### config.mk
export PLATFORM = sky130hd
export DESIGN_NAME = fpa_front
export DESIGN_NICKNAME = d
export VERILOG_FILES = /design/src/rtl/fpa_pkg.sv /design/src/rtl/fpa_front.sv
export SDC_FILE = /design/constraint.sdc
export NUM_CORES = 1
export LEC_CHECK = 0
export BUFFER_PORTS_ARGS = -buffer_cell sky130_fd_sc_hd__buf_2
export CORE_MARGIN = 1
export CORE_UTILIZATION = 45
export DETAILED_ROUTE_END_ITERATION = 10
export GPL_ROUTABILITY_DRIVEN = 1
export PLACE_DENSITY = 0.8
export SYNTH_ARGS = -nofsm -noshare
export SYNTH_HDL_FRONTEND = slang
export SYNTH_SLANG_ARGS = --single-unit
### constraint.sdc
create_clock -name clk -period 12.8 [get_ports clk]
set_input_delay 1.28 -clock clk [delete_from_list [all_inputs] [get_ports clk]]
set_output_delay 1.28 -clock clk [all_outputs]
set_load 0.05 [all_outputs]
### src/rtl/fpa_pkg.sv
package fpa_pkg;

  // Width of every operand and result port.
  localparam int IO_BITS = 32;

  // Default number format is Q16.16.
  localparam int DEF_WORD_BITS = 32;
  localparam int DEF_FRAC_BITS = 16;

  // Operation codes on the mode port.
  typedef enum logic [2:0] {
    MODE_ADD = 3'd0,
    MODE_SUB = 3'd1,
    MODE_NEG = 3'd2,
    MODE_MUL = 3'd3,
    MODE_DIV = 3'd4
  } mode_t;

  // Operation class as decided by the front end.
  typedef enum logic [2:0] {
    K_ADD,
    K_SUB,
    K_NEG,
    K_MUL,
    K_DIV,
    K_DZ,
    K_NONE
  } kind_t;

endpackage

### src/rtl/fpa_front.sv
module fpa_front import fpa_pkg::*; #(
  parameter int WORD_BITS = DEF_WORD_BITS
) (
  input  logic                 clk,
  input  logic                 rst,
  input  logic                 push,
  input  logic [2:0]           mode,
  input  logic [IO_BITS-1:0]   operand_a,
  input  logic [IO_BITS-1:0]   operand_b,
  output logic                 full,
  output logic                 q_push,
  output logic [4*WORD_BITS:0] q_data,
  input  logic                 q_full,
  output kind_t                q_kind
);

  localparam int W = WORD_BITS;

  logic         f_valid;
  kind_t        f_kind;
  logic [W-1:0] f_a;
  logic [W-1:0] f_b;
  logic [W-1:0] f_ma;
  logic [W-1:0] f_mb;
  logic         f_neg;

  logic         accept;
  logic [W-1:0] a_w;
  logic [W-1:0] b_w;
  kind_t        kind_next;

  assign a_w    = operand_a[W-1:0];
  assign b_w    = operand_b[W-1:0];
  assign accept = push && !full;
  assign full   = f_valid && q_full;
  assign q_push = f_valid && !q_full;
  assign q_kind = f_kind;
  assign q_data = {f_a, f_b, f_ma, f_mb, f_neg};

  // Classify the request; a zero divisor is settled here.
  always_comb begin
    unique case (mode)
      MODE_ADD: kind_next = K_ADD;
      MODE_SUB: kind_next = K_SUB;
      MODE_NEG: kind_next = K_NEG;
      MODE_MUL: kind_next = K_MUL;
      MODE_DIV: kind_next = (b_w == '0) ? K_DZ : K_DIV;
      default:  kind_next = K_NONE;
    endcase
  end

  // Input register; it empties into the queue when there is room.
  always_ff @(posedge clk) begin
    if (rst) begin
      f_valid <= 1'b0;
    end else if (accept) begin
      f_valid <= 1'b1;
    end else if (q_push) begin
      f_valid <= 1'b0;
    end
  end

  // Operands and their magnitudes for the divider.
  always_ff @(posedge clk) begin
    if (accept) begin
      f_kind <= kind_next;
      f_a    <= a_w;
      f_b    <= b_w;
      f_ma   <= a_w[W-1] ? (~a_w + 1'b1) : a_w;
      f_mb   <= b_w[W-1] ? (~b_w + 1'b1) : b_w;
      f_neg  <= a_w[W-1] ^ b_w[W-1];
    end
  end

endmodule

# Yosys cells after proc, flatten, opt, wreduce, memory -nomap -nowiden
# Cells that the tools add are included.
op_classes:
  add_sub_neg: 2
  eq_ne: 4
  mux: 6
  bitwise: 3
  reduce_logical: 8
ops:
  columns: ["operator", "count"]
  rows:
  - ["$add 32x1->32 const B", 2]
  - ["$not 32->32", 2]
  - ["$mux 31", 2]
  - ["$logic_not 32->1", 1]
  - ["$pmux 3 s5", 1]
  - ["$eq 3x2->1 const B", 2]
  - ["$eq 3x1->1 const B", 1]
  - ["$eq 3x3->1 const B", 1]
  - ["$logic_and 1x1->1", 3]
  - ["$logic_not 3->1", 1]
  - ["$mux 1", 3]
  - ["$logic_not 1->1", 2]
  - ["$reduce_bool 2->1", 1]
  - ["$xor 1x1->1", 1]
word_totals:
  ff_bits: 133
  inputBits: 71

# Depth between registers and ports, before layout
logic_depth:
  word_depth: 4
  depth_mapped: 7
  ltp_nobuf: 7

# Worst setup path before layout
# Ideal clock, no wire load.
synth_timing:
  kind: "input -> register"
  start: "in q_full"
  end: "reg f_a[0] (enable)"
  setup_slack_ps: 4787
  setup_time_ps: 633
  path_stages: 2
  t_arrival_ps: 7380
  cell_sequence: "and2_1 -> nor2b_1"
synth_between:
  elab_chain_len: 3
synth_lines:
  columns: ["item", "line_no", "source"]
  rows:
  - ["start, declared", "fpa_front.sv:13", "input logic q_full,"]
  - ["$logic_and 1x1->1", "fpa_front.sv:35", "assign full = f_valid && q_full;"]
  - ["$logic_not 1->1", "fpa_front.sv:34", "assign accept = push && !full;"]
  - ["$logic_and 1x1->1", "fpa_front.sv:34", null]
  - ["net accept", "fpa_front.sv:27", "logic accept;"]
  - ["end signal, assigned", "fpa_front.sv:67", "f_a <= a_w;"]
  - ["end, declared", "fpa_front.sv:21", "logic [W-1:0] f_a;"]
# The timed path passes the listed nets, and every way through them passes these cells.
# A chain may end at the register's enable or synchronous reset.

# Worst setup path in the final report
layout_timing:
  start: "in operand_a[1]"
  end: "reg f_ma[22], data pin"
layout_between:
  elab_chain_len: 3
layout_lines:
  columns: ["item", "line_no", "source"]
  rows:
  - ["start, declared", "fpa_front.sv:8", "input logic [IO_BITS-1:0] operand_a,"]
  - ["$not 32->32", "fpa_front.sv:69", "f_ma <= a_w[W-1] ? (~a_w + 1'b1) : a_w;"]
  - ["$add 32x1->32", "fpa_front.sv:69", null]
  - ["$mux 31", "fpa_front.sv:69", null]
  - ["end signal, assigned", "fpa_front.sv:69", null]
  - ["end, declared", "fpa_front.sv:23", "logic [W-1:0] f_ma;"]
# No other way between the ends.

==> impl_metrics.csv <==
group,metric,value,unit
run_status,outcome,"complete, no violations",
setup_path,critPathLaunchType,"input port",
setup_path,kind_of_end_point_of_the_critical_path,"register",
floorplanning,top_level_ports,205,
routing,met3RoutedLength,1230,um
placed_design,io_buffers,204,
timing,final_min_period_over_clock_period,25.4,%
timing,setup_tns,0,ps
yosys,yosysTopAreaCellShare,73.3,%
clocking,cts_tree,"done",
placed_design,pre_cts_ws,9120,ps
finish,fillCellCount,866,
routing,residual_drc_count,0,
finish,stdcell_area,0.00698,mm2
global_route,number_of_antenna_violations_at_the_first_check_in_global_routing,0,
finish,final_layout_size_suffix_gt1_share,44.8,%
yosys,synth.most_common_cell,"sky130_fd_sc_hd__edfxtp_1",
routing,drt_first_iter_violations,280,
routing,detail_route.wirelength,11500,um
setup_path,crit_arrival,3400,ps
clocking,cts_htree_levels,4,
finish,layout-area-overhead-vs-synth,31.1,%
finish,diodes_inserted,0,
yosys,netlist_top_cells_area,"sky130_fd_sc_hd__edfxtp_1 73%, sky130_fd_sc_hd__xnor2_1 9.5%, sky130_fd_sc_hd__o31ai_1 2.0%",
placed_design,hpwlAfterDp,8300,um
setup_path,worst-r2r-cell-count,4,
setup_path,worstReg2RegStart,"f_valid",
routing,top_layer_used,"met4",
yosys,ys_types,34,
finish,final_nets,614,
timing,timing_worst_slew_pin_value,824,ps
routing,drt_pre_antenna_iters,4,
floorplanning,start_util,46.5,%
timing,count_of_endpoints_failing_hold_in_the_final_timing_report,0,
setup_path,ff2ff_setup_slack,10410,ps
setup_path,required,12950,ps
clocking,cts-root-buf,"sky130_fd_sc_hd__clkbuf_16",
clocking,clock_transition_at_the_register_clock_pins_on_the_worst_setup_and_hold_paths_after_cts,50,ps
floorplanning,die-area,0.0123,mm2
yosys,netlist_area,0.00533,mm2
worst_hold_path,whs_path_depth,3,
timing,hold_slack,662,ps
routing,routed_via_density,5.21,
floorplanning,die_height,111,um
timing,setup_repair_after_global_routing_missed_its_margin,"no",
timing,setup_viol,0,
routing,wl_per_cell,16.5,um
setup_path,timing.rr.end,"f_b[28]",
yosys,synth_sequential_area_ratio,73.6,%
finish,finalNonFillerCells,694,
yosys,postSynthAreaPerCell,16.3,um2
power,ir_drop,0.000100,V
clocking,worst_skew_pair.late_latency,410,ps
timing,finalCriticalPeriod,3250,ps
yosys,yosys-top-cells-count,"130 x sky130_fd_sc_hd__edfxtp_1, 58 x sky130_fd_sc_hd__xnor2_1, 20 x sky130_fd_sc_hd__o21ai_0",
yosys,synth-edff-count,130,
placed_design,place_inst,665,
clocking,numClockSinks,131,
power,power_density,159,mW/mm2
worst_hold_path,min_path_type,"register to register",
yosys,postSynthCellCount,326,
clocking,cts_inserted_buffers,17,
worst_hold_path,holdPathEnd,"f_valid",
routing,drtAntennaViolNets,0,
routing,dr_total_vias,3619,
clocking,ctsLongestPathBuffers,2,
finish,layout.core_utilization,60.9,%
yosys,yosysWarningCount,0,
timing,timing_max_transition_violations_final,0,
yosys,synthFlopType,"sky130_fd_sc_hd__edfxtp_1",
yosys,ys_async_sr_fraction,0,%
floorplanning,std_cell_rows,39,
global_route,number_of_global_route_vias_before_repair,3671,
floorplanning,die_w,111,um
placed_design,place.gp.congestion,0.818,
routing,routed-wl-met2,5760,um
setup_path,critPathKind,"input port to register",
timing,setup_skew,6.34,ps
global_route,grt_first_pass_wirelength,18300,um
setup_path,timing.critical_path.fanout_max,5,
clocking,post-cts-setup-buffers,0,
power,static-leakage-power,2.67,nW
yosys,yosysTopAreaCell,"sky130_fd_sc_hd__edfxtp_1",
flow_run,drv.max_cap_violation_count,0,
placed_design,placedInstanceArea,0.00650,mm2
global_route,overflow,0,
timing,achievable-frequency,308,MHz
routing,routedLengthMet1,4280,um
floorplanning,core_region_area,0.0115,mm2
worst_hold_path,worstHoldStart,"f_valid",
clocking,post_cts_hold_buffer_count,0,
timing,worst_relative_slew_slack,45.0,%
power,finalPower,1.11,mW
yosys,mappedNetlistNets,399,
yosys,synth_seq_cells,131,
global_route,grtUsageTotal,19.6,%
timing,worst_slack,9550,ps
clocking,post_cts.resized_instances,0,
global_route,maximum_number_of_pins_on_one_net_before_global_route_repair,68,
## final cells by class
type | instances | area [um2] | area share [%]
inverter | 5 | 18.8 | 0.269
multi-input combinational | 180 | 1340 | 19.2
timing repair buffer | 206 | 1040 | 14.8
tap | 143 | 179 | 2.56
sequential | 131 | 3920 | 56.2
clock buffer | 21 | 440 | 6.31
clock inverter | 8 | 41.3 | 0.591
## where the power goes
part | switching, mW | internal (mW) | leakage (nW) | total, mW
Combinational | 0.152 | 0.0445 | 1.18 | 0.196
Sequential | 0.00714 | 0.511 | 1.27 | 0.518
Clock | 0.159 | 0.240 | 0.231 | 0.398
Total | 0.317 | 0.795 | 2.67 | 1.11
## how the worst max path moves through the flow
stage	start	endpoint	slack, ps
after floorplan	q_full	f_a[0]	4790
after global placement	operand_a[1]	f_ma[22]	9210
after detailed placement	operand_a[1]	f_ma[30]	9120
after CTS	operand_a[1]	f_ma[22]	9570
after global routing	operand_b[11]	f_mb[27]	9390
final	operand_a[1]	f_ma[22]	9550
## cells in the final DEF (no fill, tap or decap), types with 2 or more instances in the layout
cell type	instances
sky130_fd_sc_hd__clkinv_2	3
sky130_fd_sc_hd__or4_1	9
sky130_fd_sc_hd__or3_4	2
sky130_fd_sc_hd__clkinv_1	3
sky130_fd_sc_hd__o41ai_1	10
sky130_fd_sc_hd__o21ai_0	20
sky130_fd_sc_hd__edfxtp_1	130
sky130_fd_sc_hd__or4_4	5
sky130_fd_sc_hd__clkbuf_1	4
sky130_fd_sc_hd__xnor2_1	58
sky130_fd_sc_hd__inv_1	5
sky130_fd_sc_hd__clkinvlp_4	2
sky130_fd_sc_hd__buf_4	2
sky130_fd_sc_hd__nor2_1	6
sky130_fd_sc_hd__o31ai_4	2
sky130_fd_sc_hd__or2_2	6
sky130_fd_sc_hd__nand2b_1	3
sky130_fd_sc_hd__clkbuf_16	17
sky130_fd_sc_hd__nor4_1	3
sky130_fd_sc_hd__nor3_1	2
sky130_fd_sc_hd__buf_2	204
sky130_fd_sc_hd__ha_1	2
sky130_fd_sc_hd__or3_1	8
sky130_fd_sc_hd__o31ai_1	14
sky130_fd_sc_hd__nand2_1	17
## per-layer routing
| layer | GRT usage, % | vias to the layer above |
|---|---|---|
| li1 | - | 1689 |
| met3 | 8.75 | 16 |
| met2 | 32.8 | 190 |
| met5 | 0 | - |
| met1 | 20.9 | 1724 |
| met4 | 9.78 | 0 |
## sequential cells by signal, indices dropped and copies added (netlist names)
signal   count
f_a         32
f_b         32
f_ma        31
f_mb        31
f_neg        1
f_valid      1
q_kind       3
## cells by family after synthesis
logic type / share of synthesized area (%)
compound gates: 6.79
xor+xnor: 9.70
fa+ha+maj: 0.470
buf+inv: 1.27
flops: 73.6
simple gates: 8.13
## critical path: stages
cell                      delay, ps
sky130_fd_sc_hd__buf_2          120
sky130_fd_sc_hd__inv_1           60
sky130_fd_sc_hd__ha_1           150
sky130_fd_sc_hd__or4b_1         490
sky130_fd_sc_hd__or4_1          450
sky130_fd_sc_hd__or3_4          390
sky130_fd_sc_hd__o41ai_1        340
sky130_fd_sc_hd__xnor2_1        110
Note: power is estimated with default switching activity, not from simulation.
