<file path="config.mk">
export PLATFORM = sky130hd
export DESIGN_NAME = fpa_queue
export DESIGN_NICKNAME = d
export VERILOG_FILES = /design/src/rtl/fpa_queue.sv
export SDC_FILE = /design/constraint.sdc
export NUM_CORES = 1
export LEC_CHECK = 0
export ABC_AREA = 1
export BUFFER_PORTS_ARGS = -buffer_cell sky130_fd_sc_hd__buf_2
export CAP_MARGIN = 10
export CORE_ASPECT_RATIO = 0.6
export CORE_MARGIN = 5
export CORE_UTILIZATION = 27
export CTS_CLUSTER_SIZE = 12
export DETAILED_ROUTE_END_ITERATION = 12
export GPL_TIMING_DRIVEN = 0
export PLACE_DENSITY = 0.55
export SETUP_SLACK_MARGIN = 0.1
export SLEW_MARGIN = 30
export SYNTH_ARGS = -nofsm -noshare
export SYNTH_HDL_FRONTEND = slang
export SYNTH_SLANG_ARGS = --single-unit
</file>
<file path="constraint.sdc">
create_clock -name clk -period 2.25 [get_ports clk]
set_input_delay 0 -clock clk [delete_from_list [all_inputs] [get_ports clk]]
set_output_delay 0 -clock clk [all_outputs]
set_load 0.02 [all_outputs]
</file>
<file path="src/rtl/fpa_queue.sv">
module fpa_queue #(
  parameter int WIDTH = 8,
  parameter int DEPTH = 2
) (
  input  logic             clk,
  input  logic             rst,
  input  logic             push,
  input  logic [WIDTH-1:0] wdata,
  output logic             full,
  input  logic             pop,
  output logic [WIDTH-1:0] rdata,
  output logic             empty
);

  localparam int AW = (DEPTH > 1) ? $clog2(DEPTH) : 1;
  localparam int CW = $clog2(DEPTH + 1);

  logic [WIDTH-1:0] mem [0:DEPTH-1];
  logic [AW-1:0]    wr_ptr;
  logic [AW-1:0]    rd_ptr;
  logic [CW-1:0]    count;
  logic             do_push;
  logic             do_pop;

  assign full    = (count == CW'(DEPTH));
  assign empty   = (count == '0);
  assign do_push = push && !full;
  assign do_pop  = pop && !empty;
  assign rdata   = mem[rd_ptr];

  // Pointers and fill count.
  always_ff @(posedge clk) begin
    if (rst) begin
      wr_ptr <= '0;
      rd_ptr <= '0;
      count  <= '0;
    end else begin
      if (do_push) begin
        wr_ptr <= (wr_ptr == AW'(DEPTH - 1)) ? '0 : wr_ptr + 1'b1;
      end
      if (do_pop) begin
        rd_ptr <= (rd_ptr == AW'(DEPTH - 1)) ? '0 : rd_ptr + 1'b1;
      end
      if (do_push && !do_pop) begin
        count <= count + 1'b1;
      end else if (do_pop && !do_push) begin
        count <= count - 1'b1;
      end
    end
  end

  // Storage.
  always_ff @(posedge clk) begin
    if (do_push) begin
      mem[wr_ptr] <= wdata;
    end
  end

endmodule

</file>
# Yosys cells after proc, flatten, opt, wreduce, memory -nomap -nowiden
# Memories as Yosys holds them, arrays and structs flattened. A register that Yosys moved wholly into a read port is not among the register bits.
# Index checks and enable logic that the tools add are counted.
# totals
mem_count	1
wordCells	27
input_bits	12
ramBits	16
output_inout_bits	10
ff_bits	4
# memory_table
memory	depth	width	rd	rd_clocked_by_memory_dff	write_ports	line	rtl
mem	2	8	1	1	1	18	logic [WIDTH-1:0] mem [0:DEPTH-1];
# classes
muxes	8
reduce_logical	10
addsub	4
n_eq_ne	1
# op_table
cell	count
$mux 1	6
$logic_and 1x1->1	4
$logic_not 1->1	4
$mux 2	2
$add 1x1->1 const B	2
$add 2x1->2 const B	1
$eq 2x2->1 const B	1
$logic_not 2->1	1
$reduce_bool 2->1	1
$sub 2x1->2 const B	1

# Longest topological paths before layout
# Gate-level depths: netlist of the first run.
# depth
ltp_word	7
depth_mapped	10
ltp_nobuf	10

# Worst setup path after synthesis of the first run
# OpenSTA, ideal clock, no wires.
# synth_path
kind	register to register
startpoint	register count[0]
endpoint	memory mem[1][0], enable pin
t_required_ns	1.880
path_stages_with_launch	3
arrival_time_ns	0.951
path_buffers	0
setup_slack_ns	0.929
period_less_slack_ns	1.321
setup_ns	0.370
cell_sequence	dfxtp_1 > o21ai_2 > nor2_1
# synth_between
elab_chain_len	5
# synth_rtl
item	line	rtl
start, declared	21	logic [CW-1:0] count;
start signal, assigned	45	count <= count + 1'b1;
start signal, assigned	47	count <= count - 1'b1;
$eq 2x2->1	25	assign full = (count == CW'(DEPTH));
$logic_not 1->1	27	assign do_push = push && !full;
$logic_and 1x1->1	27	
$mux 1	54	if (do_push) begin
$mux 1 (not written as such)	55	mem[wr_ptr] <= wdata;
end, declared	18	
# No other way between the ends.

# Worst setup path in the final report of the first run
# layout_path
startpoint	register count[0]
endpoint	memory mem[1][3], enable pin
# The elaborated chain is that of the path after synthesis.

==> metrics.md, run 1 <==
| Metric | Value |
|---|---|
| Setup TNS | `0 ns` |
| Synth Register Bits | `21` |
| Endpoints failing setup | `0` |
| Worst Hold Margin | `around 0.044 ns` |
| Filler cell count | `307` |
| Cells after synthesis | `62` |
| Final Instance Count excl. Fillers | `137` |
| TritonRoute pass-1 iters | `4` |
| Via Count | `around 560` |
| Sequential share of the synthesized area | `70.1%` |
| Commonest non-fill, non-tap cell in the layout | `buf_2` |
| H-tree level count | `1` |
| Unique masters post-synth | `16` |
| DP HPWL | `around 1200 um` |
| Mapped Nets | `75` |
| Port Buffers | `21` |
| WS Path Type | `reg2reg` |
| Drt wl/cell | `~12 um` |
| Period utilization | `73.2%` |
| TritonCTS buffer count | `3` |
| Crit. End Element | `flop` |
| Slew @ Worst Pin | `0.760 ns` |
| Worst path max stage delay | `0.60 ns` |
| Number of clock sinks | `21` |
| Crit-path leading delay family | `simple AND/OR/NAND/NOR gates` |
| Chip height | `52.9 um` |
| Clock-pin slew on the worst setup and hold paths | `about 0.070 ns` |
| Slowest cell on the critical path | `nor2_1` |
| Data arrival, critical path | `1.54 ns` |
| Power per cell area | `1060 nW/um^2` |
| Outcome | `complete, no violations` |
| Multi-input gate area | `209 um^2` |
| Initial Utilization | `28.5%` |
| Detail Route Antenna Nets | `0` |
| Final wirelength | `1600 um` |
| Die width | `81.5 um` |
| Total core area | `2910 um^2` |
| Antenna violations before repair | `0` |
| Setup repair bufs after CTS | `0` |
| Setup crit start kind | `flop` |
| FF/Latch Area | `581 um^2` |
| Die area | `about 4300 um^2` |
| Max-cap violations | `0` |
| Minimum clock period | `1.65 ns` |
| Final nets | `109` |
| First-pass GRT wire length | `2580 um` |
| Share of cells above drive strength 1 | `between 40% and 50%` |
| Final hold violation count | `0` |
| Worst Path Max Fanout | `8` |
| Residual DRC count | `0` |
| CP bufs+invs | `0` |
| DRT iter0 DRCs | `25` |
| Crit-path cells | `o21ai_2, nor2_1` |
| Slew margin rel. | `about half` |
| RSZ-0062 raised after global routing | `no` |
| Worst-Skew Late Latency | `around 0.25 ns` |
| Core Util, Final | `a little under two fifths` |
| Clk root buf | `clkbuf_8` |
| CTS max path bufs | `2` |
| Largest net degree at the start of global routing | `12` |
| Worst hold path type | `in2reg` |
| CTS tree | `built` |
| Vias in the first global route | `595` |
| Tot GR Track Use | `8.34%` |
| Most frequent cells in the layout | `buf_2, edfxtp_1, nor2_1, mux2_2, dlygate4sd3_1` |
| PostCTS Resize Cnt | `0` |
| Area Growth Syn to Fin | `34.1%` |
| Dpl cells | `~130` |
| Pleak | `0.000452 uW` |
| Aggregate global routing overflow | `0` |
| Avg Cell Area, Syn | `~13 um^2` |
| Vias per cell | `4.09` |
| Post-Syn Area | `828 um^2` |
| Fmax achieved | `607 MHz` |
| Worst IR drop on VDD | `0.000353 V` |
| Cts-stage hold buffer count | `8` |
| Worst EP required | `2.14 ns` |
| Synth warn | `0` |
| Ports | `22` |
| Placement row count | `15` |
| Final slew viol count | `0` |
| Antenna cells | `0` |
| Final Skew | `0.00188 ns` |
| GP Congestion | `0.742` |
logic make-up (layout without fill, tap and decap cells):
group,Yosys count,after routing,synth area share [%]
AO/OA/AOI/OAI,6,6,4.53
adder cells (fa/ha/maj),1,1,1.51
multiplexers,8,8,10.9
flip-flops,21,21,70.1
buffers and inverters,10,43,4.68
AND/OR/NAND/NOR,16,16,8.31
registers in the layout, indices dropped and copies added (netlist names), named ones only:
name,cells
mem,16
count,2
rd_ptr,1
wr_ptr,1
Yosys cell counts:
cell	n	area, um^2
and2_4	1	8.76
o21ai_1	1	5.00
inv_2	2	7.51
nor2_1	9	33.8
o21ai_2	2	17.5
inv_1	7	26.3
edfxtp_1	16	480
mux2_2	8	90.1
dfxtp_1	5	100
buf_2	1	5.00
nand2_1	4	15.0
ha_1	1	12.5
o21ai_0	2	10.0
nand3_1	1	5.00
a21oi_1	1	5.00
nand4_1	1	6.26
worst reg2reg max path: stages (launching register included):
cell and delay (ns):
dfxtp_1 0.53, o21ai_2 0.15, nor2_1 0.60
through the flow:
step | cell area, um^2 | worst slack (ns) | total power [uW]
final | 1110 | 0.602 | 1180
after global routing | 1110 | 0.463 | 1250
after CTS | 1110 | 0.588 | 1190
after detailed placement | 986 | 0.597 | 944
after global placement | 986 | 0.691 | 922
after floorplan | 828 | 0.929 | 821
per-layer routing:
metal  part of all wire, %  GRT usage, %  vias to the layer above
li1                      -             -                      281
met1                    45          9.94                      259
met2                    48          13.4                       17
met3                   5.7          3.06                        4
met4                   1.3          3.93                        0
met5                     0             0                        -
worst paths after layout:
kind	startpoint	to	slack, ns	cells after the start
worst max register to register	count[0]	mem[1][3]	0.60	2
worst min-delay path	rst	count[1]	0.04	4
worst min register to register	wr_ptr	wr_ptr	0.53	2
worst max-delay path	count[0]	mem[1][3]	0.60	2
report_power, final:
group / leakage [uW] / total (uW) / switching [uW] / internal (uW)
sequential: 0.000191 / 539 / 43.9 / 496
combinational: 0.000238 / 404 / 245 / 159
clock: 0.0000228 / 239 / 113 / 126
total: 0.000452 / 1180 / 402 / 781
final cells by class:
cell class / instances / share of cell area (%)
sequential: 21 / 52.3
multi-input combinational: 31 / 18.8
timing repair buffer: 29 / 16.7
tap: 42 / 4.73
clock buffer: 4 / 4.05
inverter: 9 / 3.04
buffer: 1 / 0.450
Note: power is estimated with default switching activity, not from simulation.
==> run 2: changes to the inputs <==
--- a/config.mk
+++ b/config.mk
@@ -5,7 +5,7 @@
 export SDC_FILE = /design/constraint.sdc
 export NUM_CORES = 1
 export LEC_CHECK = 0
-export ABC_AREA = 1
+export ABC_AREA = 0
 export BUFFER_PORTS_ARGS = -buffer_cell sky130_fd_sc_hd__buf_2
 export CAP_MARGIN = 10
 export CORE_ASPECT_RATIO = 0.6
@@ -14,7 +14,7 @@
 export CTS_CLUSTER_SIZE = 12
 export DETAILED_ROUTE_END_ITERATION = 12
 export GPL_TIMING_DRIVEN = 0
-export PLACE_DENSITY = 0.55
+export PLACE_DENSITY = 0.56
 export SETUP_SLACK_MARGIN = 0.1
 export SLEW_MARGIN = 30
 export SYNTH_ARGS = -nofsm -noshare
==> constraint.sdc (replaced) <==
create_clock -name clk -period 1.4 [get_ports clk]
set_input_delay 0 -clock clk [delete_from_list [all_inputs] [get_ports clk]]
set_output_delay 0 -clock clk [all_outputs]
set_load 0.02 [all_outputs]
==> run 2 against run 1 <==
The run now ends with negative setup slack left. Non-clock buffer count up 5. Largest power group unchanged. Fmax up 15%. Combinational power increased by 100%. Largest cell class unchanged.
==> metrics.md, run 2 <==
| Metric | Value |
|---|---|
| Die area | `4160 um^2 (was 4310 um^2)` |
| Via Count | `504 (was 561)` |
| Data arrival, critical path | `1.39 ns (was 1.54 ns)` |
| Reg2reg end | `mem[0][2] (was mem[1][3])` |
| Unique masters post-synth | `13 (was 16)` |
| Worst path max stage delay | `0.37 ns (was 0.60 ns)` |
| Dpl cells | `113 (was 125)` |
| Tot GR Track Use | `7.46% (was 8.34%)` |
| Vias per cell | `3.88 (was 4.09)` |
| Slew margin rel. | `83.9% (was 49.1%)` |
| Ports | `22 (unchanged)` |
| Slowest cell on the critical path | `dfxtp_4 (was nor2_1)` |
| Post-synth EDFFs | `16 (unchanged)` |
| Largest net degree at the start of global routing | `12 (unchanged)` |
| Share of cells above drive strength 1 | `52.3% (was 40.0%)` |
| Synth warn | `0 (unchanged)` |
| Area leader, netlist | `edfxtp_1 (unchanged)` |
| Count leader, synth | `edfxtp_1 (unchanged)` |
| Total core area | `2830 um^2 (was 2910 um^2)` |
| Core Util, Final | `41.5% (was 38.2%)` |
| Residual DRC count | `0 (unchanged)` |
| Endpoints failing setup | `9 (was 0)` |
| Cells after synthesis | `50 (was 62)` |
| Worst Path Max Fanout | `8 (unchanged)` |
| DRT iter0 DRCs | `14 (was 25)` |
| Vias in the first global route | `542 (was 595)` |
| FF-to-FF Start | `count[1] (was count[0])` |
| Synth Register Bits | `21 (unchanged)` |
| Largest registers | `mem: 16 flops, count: 2 flops (unchanged)` |
| Top cell type's share of synthesized area | `60.6% (was 58.0%)` |
| Avg Cell Area, Syn | `15.9 um^2 (was 13.4 um^2)` |
| Chip height | `52.0 um (was 52.9 um)` |
| Placement row count | `15 (unchanged)` |
| RSZ-0062 raised after global routing | `yes (was no)` |
| Ys flop type | `edfxtp_1 (unchanged)` |
| Port Buffers | `21 (unchanged)` |
| Period utilization | `102% (was 73.2%)` |
| H-tree level count | `1 (unchanged)` |
| DP HPWL | `984 um (was 1170 um)` |
| Switch Pwr | `666 uW (was 402 uW)` |
| Post-synth top cells | `edfxtp_1, mux2_2, dfxtp_1, nor2_1 (was edfxtp_1, nor2_1, mux2_2, inv_1, dfxtp_1)` |
| Top post-synthesis cells by area | `edfxtp_1, dfxtp_1, mux2_2 (unchanged)` |
| Clock power frac | `18.3% (was 20.2%)` |
| Clock-pin slew on the worst setup and hold paths | `0.07 ns (about the same)` |
| Minimum clock period | `1.43 ns (was 1.65 ns)` |
| Antenna cells | `0 (unchanged)` |
| Mapped Nets | `63 (was 75)` |
| Detail Route Antenna Nets | `0 (unchanged)` |
| Fmax achieved | `700 MHz (was 607 MHz)` |
| Crit. End Element | `flop (unchanged)` |
| Drt wl/cell | `11.0 um (was 11.7 um)` |
| Violated checks | `negative setup slack` |
| TritonRoute pass-1 iters | `3 (was 4)` |
| Asr flop ratio synth | `0% (unchanged)` |
| Worst IR drop on VDD | `0.00101 V (was 0.000353 V)` |
| CTS tree | `built (unchanged)` |
| Setup crit start kind | `flop (unchanged)` |
| Post-Syn Area | `793 um^2 (was 828 um^2)` |
| TritonCTS buffer count | `3 (unchanged)` |
| Final Instance Count excl. Fillers | `130 (was 137)` |
| Net Sw Frac | `32.2% (was 34.0%)` |
| Worst-Skew Late Latency | `0.25 ns (about the same)` |
| Final wirelength | `1430 um (was 1600 um)` |
| Worst EP required | `1.36 ns (was 2.14 ns)` |
| Final slew viol count | `0 (unchanged)` |
| WS Path Type | `reg2reg (unchanged)` |
| Worst Hold Depth | `4 (unchanged)` |
| Number of clock sinks | `21 (unchanged)` |
| Filler cell count | `270 (was 307)` |
| First-pass GRT wire length | `2340 um (was 2580 um)` |
| Hold Path Sink | `rd_ptr (was count[1])` |
| Final Skew | `0.00507 ns (was 0.00188 ns)` |
| Die width | `80.0 um (was 81.5 um)` |
| Final hold violation count | `0 (unchanged)` |
| Pint | `1400 uW (was 781 uW)` |
| CTS max path bufs | `2 (unchanged)` |
| Slew @ Worst Pin | `0.239 ns (was 0.760 ns)` |
| Sequential Power Share | `42.7% (was 45.6%)` |
| Antenna violations before repair | `0 (unchanged)` |
| Initial Utilization | `28.0% (was 28.5%)` |
| Reg2Reg Depth | `4 (was 2)` |
| Outcome | `complete, but fails checks (was complete, no violations)` |
| Pleak | `0.000456 uW (was 0.000452 uW)` |
| Final setup margin | `-0.0282 ns (was 0.602 ns)` |
| GP Congestion | `0.686 (was 0.742)` |
| Sequential share of the synthesized area | `73.2% (was 70.1%)` |
| Part of the power in combinational logic | `39.0% (was 34.2%)` |
| Most frequent cells in the layout | `buf_2, edfxtp_1, dlygate4sd3_1, mux2_2, buf_4 (was buf_2, edfxtp_1, nor2_1, mux2_2, dlygate4sd3_1)` |
| Area Growth Syn to Fin | `48.3% (was 34.1%)` |
| Worst Hold Margin | `0.120 ns (was 0.0437 ns)` |
| Commonest non-fill, non-tap cell in the layout | `buf_2 (unchanged)` |
| Crit-path cells | `nor2b_4, buf_4, or3_1, inv_4 (was o21ai_2, nor2_1)` |
| Hold path start | `pop (was rst)` |
| Worst hold path type | `in2reg (unchanged)` |
| Reg2reg setup slack | `-0.03 ns (was 0.60 ns)` |
| Largest register FFs | `16 (unchanged)` |
| Max-cap violations | `0 (unchanged)` |
| Aggregate global routing overflow | `0 (unchanged)` |
| Clk root buf | `clkbuf_8 (unchanged)` |
| Final nets | `102 (was 109)` |
| Biggest register | `mem (unchanged)` |
| Power per cell area | `1760 nW/um^2 (was 1060 nW/um^2)` |
[run 2: worst max path at each step]
| stage | startpoint | to | slack [ns] | cells past startpoint |
|---|---|---|---|---|
| floorplan | count[1] | count[1] | -0.06 | 5 |
| global placement | count[0] | count[1] | -0.1 | 4 |
| detailed placement | count[0] | count[1] | -0.11 | 4 |
| CTS | count[1] | count[1] | -0.007 | 6 |
| global route | count[1] | count[1] | -0.07 | 6 |
| finish | count[1] | mem[0][2] | -0.03 | 4 |
[run 2: power by group through the flow]
stage	clock, uW	combinational, uW	sequential, uW
6_report	379	807	883
5_1_grt	428	888	896
4_1_cts	390	736	863
3_5_place_dp	0	633	872
3_3_place_gp	0	627	866
2_1_floorplan	0	460	859
[run 2: metal layers]
layer / GRT usage (%) / share of wire [%] / vias to the layer above
met2: 12.1 / 48 / 15
li1: - / - / 256
met4: 1.69 / 0 / 0
met3: 3.63 / 8.0 / 0
met5: 0 / 0 / -
met1: 8.98 / 44 / 233
[run 2: logic make-up (layout without fill, tap and decap cells)]
group,after synthesis,count (layout),synth area share (%)
adder cells (fa/ha/maj),1,1,1.58
flip-flops,21,21,73.2
XOR/XNOR,3,3,3.31
buffers and inverters,3,41,1.58
AO/OA/AOI/OAI,5,5,3.15
multiplexers,8,8,11.4
AND/OR/NAND/NOR,9,9,5.84
[run 2: metrics by stage]
stage               power (uW)  instance area (um^2)  worst slack, ns   TNS, ns
detailed placement        1500                   958           -0.111    -0.139
floorplan                 1320                   801          -0.0635   -0.0635
finish                    2070                  1180          -0.0282    -0.208
global placement          1490                   958          -0.0953    -0.162
global route              2210                  1180          -0.0732    -0.401
CTS                       1990                  1130         -0.00706  -0.00706
[run 2: repair_timing]
item                                    in CTS  in global routing
pin swaps                                    3                  1
hold endpoints to repair                    21                  0
resized for setup                            9                  7
endpoints found under the setup margin      18                 18
setup buffers                                2                  2
hold buffers                                 9                  0
[run 2: layout make-up]
type / count / area, um^2 / area share (%)
Buffer: 1 / 7.51 / 0.638
Inverter: 2 / 10.0 / 0.851
Timing Repair Buffer: 34 / 231 / 19.7
Clock buffer: 4 / 45.0 / 3.83
Sequential cell: 21 / 588 / 50.0
Multi-Input combinational cell: 26 / 241 / 20.5
Tap cell: 42 / 52.6 / 4.47
[run 2: worst max-delay path, delay by kind of cell, from the launching register on]
| kind | cells | cell delay (ns) |
|---|---|---|
| AND/OR/NAND/NOR | 2 | 0.51 |
| flip-flops | 1 | 0.37 |
| buffers and inverters | 2 | 0.27 |
